**src/hdl/psd_pkg.sv**
```systemverilog
// ----------------------------------------------------------------------------
// psd_pkg
// Shared widths and constants for the path segment densifier.
// ----------------------------------------------------------------------------
package psd_pkg;

  localparam int COORD_W      = 28;            // Q12.16 coordinate
  localparam int DIFF_W       = COORD_W + 1;   // signed per-axis difference
  localparam int SPC_W        = 16;            // spacing register
  localparam int SQ_W         = 2 * COORD_W + 2; // sum of three squares
  localparam int ROOT_W       = SQ_W / 2;      // integer square root
  localparam int DIVD_W       = ROOT_W;        // divider dividend width
  localparam int MAX_FILL_DEF = 62;

  localparam logic [SPC_W-1:0] SPACING_RESET = 16'd1311;

endpackage

```
**src/hdl/psd_div.sv**
```systemverilog
// ----------------------------------------------------------------------------
// psd_div
// Restoring unsigned divider, one quotient bit per cycle.
// ----------------------------------------------------------------------------
module psd_div
  import psd_pkg::*;
#(
  parameter int NW = DIVD_W,
  parameter int DW = SPC_W
) (
  input  logic          clk,
  input  logic          rst,
  input  logic          start,
  input  logic [NW-1:0] dividend,
  input  logic [DW-1:0] divisor,
  output logic          done,
  output logic [NW-1:0] quot,
  output logic [DW-1:0] rem
);

  localparam int CW = $clog2(NW + 1);

  logic [CW-1:0] cnt;
  logic          busy;
  logic [DW-1:0] dvs;
  logic [DW:0]   sh;
  logic          fits;

  assign sh   = {rem, quot[NW-1]};
  assign fits = sh >= {1'b0, dvs};

  always_ff @(posedge clk) begin
    if (rst) begin
      busy <= 1'b0;
      done <= 1'b0;
      cnt  <= '0;
    end else begin
      done <= busy && !start && (cnt == CW'(NW - 1));
      if (start) begin
        busy <= 1'b1;
        cnt  <= '0;
        quot <= dividend;
        rem  <= '0;
        dvs  <= divisor;
      end else if (busy) begin
        if (fits) begin
          rem <= DW'(sh - {1'b0, dvs});
        end else begin
          rem <= sh[DW-1:0];
        end
        quot <= {quot[NW-2:0], fits};
        if (cnt == CW'(NW - 1)) begin
          busy <= 1'b0;
        end
        cnt <= cnt + 1'b1;
      end
    end
  end

endmodule

```
**src/hdl/psd_sqrt.sv**
```systemverilog
// ----------------------------------------------------------------------------
// psd_sqrt
// Digit-by-digit integer square root, one result bit per cycle.
// ----------------------------------------------------------------------------
module psd_sqrt
  import psd_pkg::*;
#(
  parameter int IW = SQ_W
) (
  input  logic              clk,
  input  logic              rst,
  input  logic              start,
  input  logic [IW-1:0]     radicand,
  output logic              done,
  output logic [IW/2-1:0]   root
);

  localparam int RW = IW / 2;
  localparam int CW = $clog2(RW + 1);

  logic [CW-1:0] cnt;
  logic          busy;
  logic [IW-1:0] op;
  logic [RW+1:0] rem;
  logic [RW+1:0] sh;
  logic [RW+1:0] trial;
  logic          fits;

  assign sh    = {rem[RW-1:0], op[IW-1:IW-2]};
  assign trial = {root, 2'b01};
  assign fits  = sh >= trial;

  always_ff @(posedge clk) begin
    if (rst) begin
      busy <= 1'b0;
      done <= 1'b0;
      cnt  <= '0;
    end else begin
      done <= busy && !start && (cnt == CW'(RW - 1));
      if (start) begin
        busy <= 1'b1;
        cnt  <= '0;
        op   <= radicand;
        rem  <= '0;
        root <= '0;
      end else if (busy) begin
        rem  <= fits ? sh - trial : sh;
        root <= {root[RW-2:0], fits};
        op   <= {op[IW-3:0], 2'b00};
        if (cnt == CW'(RW - 1)) begin
          busy <= 1'b0;
        end
        cnt <= cnt + 1'b1;
      end
    end
  end

endmodule

```
**src/hdl/path_segment_densifier_top.sv**
```systemverilog
// ----------------------------------------------------------------------------
// path_segment_densifier_top
// Emits each held waypoint followed by evenly spaced fill points toward the
// next waypoint, so that no gap exceeds max_spacing unless the fill count is clamped to MaxFill.
// ----------------------------------------------------------------------------
//  channel  | handshake          | payload
//  ---------+--------------------+------------------------------------------
//  input    | in_valid, in_stall | way_x, way_y, way_z, path_last
//  output   | out_valid,out_stall| pt_x, pt_y, pt_z, pt_kind, fill_clamped,
//           |                    | path_end, run_last
//  config   | cfg_we             | cfg_wdata (max_spacing)
//
// A segment squares its differences in one shared multiplier, takes their
// square root in one root unit and then runs four divisions (count, x, y, z;
// skipped when no fill is needed) in one divider before it emits its points.
// in_stall is high from acceptance until the last point is loaded into the
// output register, or until a first waypoint is held. Output stalls hold the
// block. Reset is synchronous and empties the held waypoint.
module path_segment_densifier_top
  import psd_pkg::*;
#(
  parameter int MaxFill = MAX_FILL_DEF
) (
  input  logic                      clk,
  input  logic                      rst,
  input  logic                      in_valid,
  output logic                      in_stall,
  input  logic signed [COORD_W-1:0] way_x,
  input  logic signed [COORD_W-1:0] way_y,
  input  logic signed [COORD_W-1:0] way_z,
  input  logic                      path_last,
  output logic                      out_valid,
  input  logic                      out_stall,
  output logic signed [COORD_W-1:0] pt_x,
  output logic signed [COORD_W-1:0] pt_y,
  output logic signed [COORD_W-1:0] pt_z,
  output logic                      pt_kind,
  output logic                      fill_clamped,
  output logic                      path_end,
  output logic                      run_last,
  input  logic                      cfg_we,
  input  logic [SPC_W-1:0]          cfg_wdata
);

  localparam int NW = $clog2(MaxFill + 2);

  typedef enum logic [3:0] {
    S_IDLE, S_START, S_SQ, S_SQRT, S_DIVN, S_DIVX, S_DIVY, S_DIVZ,
    S_EPREV, S_EMID, S_ELAST
  } state_t;

  state_t state;

  logic [SPC_W-1:0] max_spacing;
  logic             have_prev;
  logic signed [COORD_W-1:0] prev [3];
  logic signed [COORD_W-1:0] way [3];
  logic             last_r;

  logic [COORD_W-1:0] absd [3];
  logic               negd [3];
  logic [1:0]         k;
  logic [2*COORD_W-1:0] prod;
  logic [SQ_W-1:0]    acc;

  logic [NW-1:0]      n_cnt;
  logic [NW-1:0]      j;
  logic [NW-1:0]      div_n;
  logic               clamped;
  logic [COORD_W-1:0] qd [3];
  logic [NW-1:0]      rd [3];
  logic [COORD_W-1:0] q [3];
  logic [NW-1:0]      r [3];

  logic               sqrt_start, sqrt_done;
  logic [ROOT_W-1:0]  gap;
  logic               div_start, div_done;
  logic [DIVD_W-1:0]  div_a, quot;
  logic [SPC_W-1:0]   div_b, remd;

  logic               slot_free;
  logic [SPC_W-1:0]   sp;
  logic [NW-1:0]      n_sel;
  logic               clamp_sel;
  logic [COORD_W-1:0] mul_a;
  logic               load;
  logic               sqrt_go;
  logic               div_go;

  psd_sqrt #(.IW(SQ_W)) u_sqrt (
    .clk(clk), .rst(rst), .start(sqrt_start), .radicand(acc),
    .done(sqrt_done), .root(gap)
  );

  psd_div #(.NW(DIVD_W), .DW(SPC_W)) u_div (
    .clk(clk), .rst(rst), .start(div_start), .dividend(div_a), .divisor(div_b),
    .done(div_done), .quot(quot), .rem(remd)
  );

  assign in_stall  = (state != S_IDLE);
  assign slot_free = !out_valid || !out_stall;
  assign sp        = (max_spacing == '0) ? SPC_W'(1) : max_spacing;
  assign clamp_sel = quot > DIVD_W'(MaxFill);
  assign n_sel     = clamp_sel ? NW'(MaxFill) : quot[NW-1:0];
  assign mul_a     = (k == 2'd0) ? absd[0] : (k == 2'd1) ? absd[1] : absd[2];
  assign load      = slot_free && (state inside {S_EPREV, S_EMID, S_ELAST});
  assign sqrt_go   = (state == S_SQ) && (k == 2'd3);
  // The divider restarts after the root when fill is needed, and after each
  // division except the last one.
  assign div_go    = ((state == S_SQRT) && sqrt_done && (gap > ROOT_W'(sp))) ||
                     ((state inside {S_DIVN, S_DIVX, S_DIVY}) && div_done);

  // Fill point of one axis: prev plus or minus the truncated fraction.
  function automatic logic [COORD_W-1:0] fill_pt(
    input logic signed [COORD_W-1:0] p, input logic [COORD_W-1:0] m,
    input logic neg
  );
    logic [DIFF_W-1:0] s;
    s = neg ? {p[COORD_W-1], p} - {1'b0, m} : {p[COORD_W-1], p} + {1'b0, m};
    return s[COORD_W-1:0];
  endfunction

  always_ff @(posedge clk) begin
    if (rst) begin
      state       <= S_IDLE;
      max_spacing <= SPACING_RESET;
      have_prev   <= 1'b0;
      out_valid   <= 1'b0;
      sqrt_start  <= 1'b0;
      div_start   <= 1'b0;
      n_cnt       <= '0;
      for (int i = 0; i < 3; i++) begin
        prev[i] <= '0;
      end
    end else begin
      sqrt_start <= sqrt_go;
      div_start  <= div_go;
      if (cfg_we) begin
        max_spacing <= cfg_wdata;
      end
      if (out_valid && !out_stall && !load) begin
        out_valid <= 1'b0;
      end
      case (state)
        S_IDLE: begin
          if (in_valid) begin
            way[0] <= way_x;
            way[1] <= way_y;
            way[2] <= way_z;
            last_r <= path_last;
            state  <= S_START;
          end
        end
        S_START: begin
          if (!have_prev) begin
            if (last_r) begin
              state <= S_ELAST;
            end else begin
              prev      <= way;
              have_prev <= 1'b1;
              state     <= S_IDLE;
            end
          end else begin
            for (int i = 0; i < 3; i++) begin
              logic signed [DIFF_W-1:0] d;
              d = DIFF_W'(way[i]) - DIFF_W'(prev[i]);
              negd[i] <= d[DIFF_W-1];
              absd[i] <= d[DIFF_W-1] ? COORD_W'(-d) : d[COORD_W-1:0];
            end
            k     <= '0;
            state <= S_SQ;
          end
        end
        S_SQ: begin
          // Squares go through one registered multiplier and accumulate.
          prod <= mul_a * mul_a;
          if (k == 2'd1) begin
            acc <= SQ_W'(prod);
          end else if (k != 2'd0) begin
            acc <= acc + SQ_W'(prod);
          end
          if (k == 2'd3) begin
            state <= S_SQRT;
          end
          k <= k + 1'b1;
        end
        S_SQRT: begin
          if (sqrt_done) begin
            if (gap > ROOT_W'(sp)) begin
              div_a <= gap - 1'b1;
              div_b <= sp;
              state <= S_DIVN;
            end else begin
              n_cnt   <= '0;
              clamped <= 1'b0;
              state   <= S_EPREV;
            end
          end
        end
        S_DIVN: begin
          if (div_done) begin
            n_cnt   <= n_sel;
            clamped <= clamp_sel;
            div_n   <= n_sel + 1'b1;
            div_a   <= DIVD_W'(absd[0]);
            div_b   <= SPC_W'(n_sel + 1'b1);
            state   <= S_DIVX;
          end
        end
        S_DIVX, S_DIVY: begin
          if (div_done) begin
            if (state == S_DIVX) begin
              qd[0] <= quot[COORD_W-1:0];
              rd[0] <= remd[NW-1:0];
              div_a <= DIVD_W'(absd[1]);
              state <= S_DIVY;
            end else begin
              qd[1] <= quot[COORD_W-1:0];
              rd[1] <= remd[NW-1:0];
              div_a <= DIVD_W'(absd[2]);
              state <= S_DIVZ;
            end
          end
        end
        S_DIVZ: begin
          if (div_done) begin
            qd[2] <= quot[COORD_W-1:0];
            rd[2] <= remd[NW-1:0];
            q[0]  <= qd[0];
            r[0]  <= rd[0];
            q[1]  <= qd[1];
            r[1]  <= rd[1];
            q[2]  <= quot[COORD_W-1:0];
            r[2]  <= remd[NW-1:0];
            j     <= NW'(1);
            state <= S_EPREV;
          end
        end
        S_EPREV: begin
          if (slot_free) begin
            out_valid    <= 1'b1;
            pt_x         <= prev[0];
            pt_y         <= prev[1];
            pt_z         <= prev[2];
            pt_kind      <= 1'b0;
            fill_clamped <= clamped;
            path_end     <= 1'b0;
            run_last     <= (n_cnt == '0) && !last_r;
            if (n_cnt != '0) begin
              state <= S_EMID;
            end else if (last_r) begin
              state <= S_ELAST;
            end else begin
              prev  <= way;
              state <= S_IDLE;
            end
          end
        end
        S_EMID: begin
          if (slot_free) begin
            out_valid    <= 1'b1;
            pt_x         <= fill_pt(prev[0], q[0], negd[0]);
            pt_y         <= fill_pt(prev[1], q[1], negd[1]);
            pt_z         <= fill_pt(prev[2], q[2], negd[2]);
            pt_kind      <= 1'b1;
            fill_clamped <= clamped;
            path_end     <= 1'b0;
            run_last     <= (j == n_cnt) && !last_r;
            // Step each axis from j*|d|/(n+1) to (j+1)*|d|/(n+1).
            for (int i = 0; i < 3; i++) begin
              logic [NW:0] rs;
              rs = {1'b0, r[i]} + {1'b0, rd[i]};
              if (rs >= {1'b0, div_n}) begin
                r[i] <= NW'(rs - {1'b0, div_n});
                q[i] <= q[i] + qd[i] + 1'b1;
              end else begin
                r[i] <= rs[NW-1:0];
                q[i] <= q[i] + qd[i];
              end
            end
            j <= j + 1'b1;
            if (j == n_cnt) begin
              if (last_r) begin
                state <= S_ELAST;
              end else begin
                prev  <= way;
                state <= S_IDLE;
              end
            end
          end
        end
        S_ELAST: begin
          if (slot_free) begin
            out_valid    <= 1'b1;
            pt_x         <= way[0];
            pt_y         <= way[1];
            pt_z         <= way[2];
            pt_kind      <= 1'b0;
            fill_clamped <= 1'b0;
            path_end     <= 1'b1;
            run_last     <= 1'b1;
            have_prev    <= 1'b0;
            state        <= S_IDLE;
          end
        end
        default: state <= S_IDLE;
      endcase
    end
  end

  a_busy_after_accept: assert property (@(posedge clk) disable iff (rst)
    in_valid && !in_stall |=> in_stall) else $error("request taken while idle");
  a_fill_not_end: assert property (@(posedge clk) disable iff (rst)
    out_valid && pt_kind |-> !path_end) else $error("fill point marked path end");
  a_end_is_last: assert property (@(posedge clk) disable iff (rst)
    out_valid && path_end |-> run_last) else $error("path end not last result");
  a_fill_bound: assert property (@(posedge clk) disable iff (rst)
    n_cnt <= NW'(MaxFill)) else $error("fill count above limit");

endmodule
```
**config.mk**
```make
export PLATFORM = sky130hd
export DESIGN_NAME = path_segment_densifier_top
export DESIGN_NICKNAME = d
export VERILOG_FILES = /design/src/hdl/psd_pkg.sv /design/src/hdl/psd_div.sv /design/src/hdl/psd_sqrt.sv /design/src/hdl/path_segment_densifier_top.sv
export SDC_FILE = /design/constraint.sdc
export NUM_CORES = 2
export LEC_CHECK = 0
export BUFFER_PORTS_ARGS = -buffer_cell sky130_fd_sc_hd__buf_2
export CORE_UTILIZATION = 25
export CTS_CLUSTER_DIAMETER = 200
export DETAILED_ROUTE_END_ITERATION = 7
export SLEW_MARGIN = 0
export SYNTH_ARGS = -nofsm -noshare
export SYNTH_HDL_FRONTEND = slang
export SYNTH_HIERARCHICAL = 1
export SYNTH_SLANG_ARGS = --single-unit
```
**constraint.sdc**
```tcl
create_clock -name clk -period 11.1 [get_ports clk]
set_input_delay 1.11 -clock clk [delete_from_list [all_inputs] [get_ports clk]]
set_output_delay 1.11 -clock clk [all_outputs]
set_load 0.01 [all_outputs]
```
### Word-level counts from Yosys, hierarchy flattened

Memory sizes are Yosys's and may differ from the RTL's.
Index checks and enable logic that the tools add are counted.

| storage, ports and cells | value |
|---|---|
| bits in registers | 652 |
| bits in writable memories | 291 |
| input bits | 106 |
| logic and storage cells | 377 |
| memories kept | 6 |

| operators by class | value |
|---|---|
| add/subtract/negate cells | 34 |
| multiply operators | 1 |
| magnitude comparators | 7 |
| equality and inequality tests | 32 |
| muxes and demuxes | 172 |
| bitwise gates (word level) | 13 |
| reductions and logical operators | 70 |

Memories:

| name | depth | bits a word | rd ports | clocked after Yosys merged registers in | write ports | line | source |
|---|---|---|---|---|---|---|---|
| absd | 3 | 28 | 3 | 0 | 3 | path_segment_densifier_top.sv:60 | `logic [COORD_W-1:0] absd [3];` |
| q | 3 | 28 | 3 | 0 | 3 | path_segment_densifier_top.sv:72 | `logic [COORD_W-1:0] q [3];` |
| qd | 3 | 28 | 3 | 0 | 1 | path_segment_densifier_top.sv:70 | `logic [COORD_W-1:0] qd [3];` |
| r | 3 | 6 | 3 | 0 | 3 | path_segment_densifier_top.sv:73 | `logic [NW-1:0] r [3];` |
| rd | 3 | 6 | 3 | 0 | 1 | path_segment_densifier_top.sv:71 | `logic [NW-1:0] rd [3];` |
| negd | 3 | 1 | 3 | 0 | 3 | path_segment_densifier_top.sv:61 | `logic negd [3];` |

Operator list:

| cell | count |
|---|---|
| 2-to-1 mux 28 bit | 26 |
| 2-to-1 mux 84 bit | 6 |
| 2-to-1 mux 29 bit | 9 |
| one-hot mux 28 bit (3 select lines) | 3 |
| one-hot mux 84 bit (3 select lines) | 1 |
| 2-to-1 mux 58 bit | 3 |
| adder 28 bit | 6 |
| 2-to-1 mux 16 bit | 6 |
| one-hot mux 29 bit (3 select lines) | 1 |
| subtractor 28 x 28 -> 29 bit | 3 |
| adder 28 x 1 -> 28 bit (second input constant) | 3 |
| 2-to-1 mux 6 bit | 14 |
| negation 28 bit | 3 |
| subtractor 28 bit | 3 |
| 2-to-1 mux 1 bit | 72 |
| adder 58 x 56 -> 58 bit | 1 |
| multiplier 28 x 28 -> 56 bit | 1 |
| 2-to-1 mux 4 bit | 14 |
| 2-to-1 mux 56 bit | 1 |
| OR reduction 28 bit | 2 |
| one-hot mux 4 bit (10 select lines) | 1 |
| one-hot mux 16 bit (2 select lines) | 1 |
| greater-or-equal comparator 31 bit | 1 |
| greater-than comparator 29 x 16 -> 1 bit | 1 |
| other kinds (49) | 147 |

### Logic depth before layout (Yosys ltp)

An unclocked memory read counts as a cell.

| depth | value |
|---|---|
| depth in word-level cells | 10 |
| mapped depth | 37 |
| mapped depth without buffers | 33 |

### Hierarchy

Netlist, hierarchy kept.

By module, submodules not included:

| module | times used | cells an instance | area an instance (sq um) | seq. area each (sq um) |
|---|---|---|---|---|
| path_segment_densifier_top | 1 | 7884 | 73143.9 | 21410.5 |
| psd_sqrt | 1 | 546 | 6637.6 | 3623.5 |
| psd_div | 1 | 294 | 3606.0 | 1971.9 |

### Worst setup path before layout

No wires, ideal clock.

| path | value |
|---|---|
| path kind | register to register |
| start | register k[1] |
| end | register prod[52], data pin |
| setup time | 0.281 ns |
| arrival time | 8.960 ns |
| required time | 10.819 ns |
| slack | 1.859 ns |
| cell stages (with the launch flop) | 35 |
| period minus slack after synthesis | 9.241 ns |
| path through | edfxtp_1 inv_1 ha_1 clkbuf_1 buf_1 buf_1 mux2i_1 o21ai_0 clkbuf_1 clkbuf_1 nand2_1 fa_1 fa_1 inv_1 fa_1 inv_1 fa_1 inv_1 fa_1 fa_1 inv_1 fa_1 inv_1 ha_1 and4_1 and3_1 a221o_1 a31oi_1 o32ai_1 a21o_1 a41o_1 a31oi_1 o21ai_0 a21boi_0 o311ai_0 |

| between the ends | value |
|---|---|
| longest elaborated chain between the ends | 4 |

Ends and longest elaborated chain:

| what | line | source |
|---|---|---|
| from (decl) | path_segment_densifier_top.sv:62 | `logic [1:0] k;` |
| from (signal assigned) | path_segment_densifier_top.sv:185 | `k <= k + 1'b1;` |
| equality test 2 x 1 -> 1 bit | path_segment_densifier_top.sv:105 | `assign mul_a = (k == 2'd0) ? absd[0] : (k == 2'd1) ? absd[1] : absd[2];` |
| 2-to-1 mux 28 bit | path_segment_densifier_top.sv:105 |  |
| 2-to-1 mux 28 bit * | path_segment_densifier_top.sv:105 |  |
| multiplier 28 x 28 -> 56 bit * | path_segment_densifier_top.sv:176 | `prod <= mul_a * mul_a;` |
| to (signal assigned) | path_segment_densifier_top.sv:176 |  |
| to (decl) | path_segment_densifier_top.sv:63 | `logic [2*COORD_W-1:0] prod;` |

Every way passes the cells marked *; elsewhere a longest branch is shown, timed or not.
A chain may end at the register's enable or synchronous reset.

### Final worst setup path

Ends and elaborated chain as after synthesis.

==> impl_metrics.tcl <==
set metrics [dict create \
    status "completed" \
    grt_pass1_wl_um 377000 \
    finalCritPeriodShare 0.896 \
    cp_max_fo 36 \
    startpoint_type "flop" \
    cpPeakStageDelay_ns 0.68 \
    synth_cell_types 104 \
    drtIter0Drc 5450 \
    cts_tree "built" \
    critPathArrivalTime_ns 10.45 \
    yosysSeqAreaShare 0.324 \
    clkTransAtPathRegs_ns 0.06 \
    synth_area_leaders "edfxtp_1 29%, fa_1 15%, ha_1 9.4%" \
    fin_crit_ns 9.95 \
    post-synth-top-count-cell "inv_1" \
    drive_gt1_frac 0.0755 \
    grt_use_total 0.146 \
    worstMarginPinSlew_ns 1.24 \
    multi_input_area_um2 50900 \
    yosysTopAreaCellShare 0.293 \
    postRouteWirelength_um 250000 \
    cp.required_ns 11.60 \
    synth_edf_count 814 \
    cts_max_path_buffers 3 \
    setup_viol 0 \
    slew_headroom 0.154 \
    die_h_um 580 \
    ant_nets 0 \
    rsz0062_at_grt "false" \
    grt_remaining_overflow 0 \
    drv_slew 0 \
    syn_nets 10078 \
    hpwl_um 194000 \
    syn_inst 8724 \
    htreeDepth 3 \
    post-place-cells 13065 \
    clock-sinks 942 \
    first_pass_iters 8 \
    gp_congestion 0.956 \
    io_pins 196 \
    synth_common_cells "1,194 x inv_1, 895 x nand2_1, 814 x edfxtp_1, 629 x ha_1, 620 x nor2_1" \
    wl_per_cell_um 18.8 \
    finClkSkew_ns 0.106 \
    grt_max_degree 102 \
    cpMostUsedCell "fa_1" \
    dieArea_um2 336000 \
    nets 10163 \
    antenna_found_initial 22 \
    endpoint_kind "flop" \
    fmax_mhz 100 \
    rows 211 \
    avgSynthCellArea_um2 9.56 \
    ys_seq_elements 942 \
    post-cts-setup-buffer-count 0 \
    maxCapViolCount 0 \
    hold_class "reg -> reg" \
    fp.dieW_um 580 \
    fillerInstances 34891 \
    crit_type "reg -> reg" \
    postLayoutCoreUtil 0.281 \
    drc_errors 0 \
    cts-resized-gates 0 \
    yosys_warnings 6 \
    register_area_um2 27000 \
    syn_area_um2 83400 \
    vias 63391 \
    root_buffer "clkbuf_16" \
    grt_pass1_vias 61357 \
    start_util 0.252 \
    vias_per_cell 4.78 \
    clk_latency_ns 0.81 \
    cts_hold_buf 0 \
    stdcell_count 13272 \
    ys.flop_type "edfxtp_1" \
    cp_slowest_cell "o21a_1" \
    portBuffers 195 \
    async_flop_share 0 \
    hold_violations 0 \
    syn_to_final_growth_pct 11.7 \
    synth_top_area_cell "edfxtp_1" \
    cts_buffers 108 \
    final.setup.tns_ns 0 \
    core_um2 331000 \
]
## sequential cells by signal, indices dropped and copies added (netlist names), 18 cells and up
register,cells
absd,84
u_div/quot,29
div_a,29
pt_z,28
prev,84
prod,55
acc,58
u_sqrt/op,58
qd,84
u_sqrt/rem,29
rd,18
way,84
pt_y,28
pt_x,28
q,84
r,18
u_sqrt/root,29
## routing by layer
layer,global-route usage,routed length [um]
met5,0,49
met4,0.0499,8710
met3,0.0275,19000
met2,0.221,107000
met1,0.207,115000
## area by class of cell
cell class / instances / area share
inverters: 1202 / 0.0484
flip-flops and latches: 942 / 0.290
clock inverters: 72 / 0.00922
clock buffers: 132 / 0.0301
multi-input cells: 6279 / 0.546
well taps: 4366 / 0.0587
repair buffers: 276 / 0.0170
diodes: 3 / 0.0000806
## through the flow
step | worst slack, ns | area (um^2) | hold slack [ns]
finish | 1.15 | 93100 | 0.413
global route | 0.694 | 93100 | 0.421
CTS | 1.28 | 93100 | 0.411
detailed placement | 1.30 | 89500 | 0.405
global placement | 1.38 | 89500 | 0.402
floorplan | 1.86 | 83400 | 0.400
## cell usage in the layout, fill, tap and decap left out, drive strengths merged, types with 95 or more instances in the layout
cell and count:
edfxtp 814, xnor2 407, nand3 129, nand2 895, o21ai 465, nor2 621, mux2 121, a21oi 510
ha 629, nor2b 95, clkbuf 132, nor3 129, dfxtp 128, xor2 212, a21o 227, fa 619
buf 276, inv 1199, mux2i 98
## final timing paths
check                           from                     end  slack (ns)  depth (start not counted)
setup / recovery  k[1]$_SDFFCE_PN0P_      prod[52]$_DFFE_PP_        1.15                         28
hold / removal    div_b[1]$_DFFE_PP_  u_div/dvs[1]$_DFFE_PP_        0.41                          0
setup reg to reg  k[1]$_SDFFCE_PN0P_      prod[52]$_DFFE_PP_        1.15                         28
hold reg to reg   div_b[1]$_DFFE_PP_  u_div/dvs[1]$_DFFE_PP_        0.41                          0
## cell families after synthesis
family	after synthesis	synth area share
and+or+nand+nor	2315	0.127
AOI/OAI and AO/OA	1878	0.145
buffers and inverters	1503	0.0682
adders and majority gates	1248	0.243
DFF	942	0.324
xor gates and xnor gates	619	0.0650
muxes	219	0.0281
## critical path: cells and delay by family (launching register included)
| family | cells | cell delay [ns] |
|---|---|---|
| mux | 1 | 0.32 |
| compound gates | 10 | 2.94 |
| flops | 1 | 0.39 |
| simple gates | 3 | 0.66 |
| fa+ha+maj | 9 | 4.19 |
| buf+inv | 5 | 1.15 |
Power is left out: the tool's default activity adds up to more than one toggle a clock period on the data nets, which glitch-free logic cannot reach.
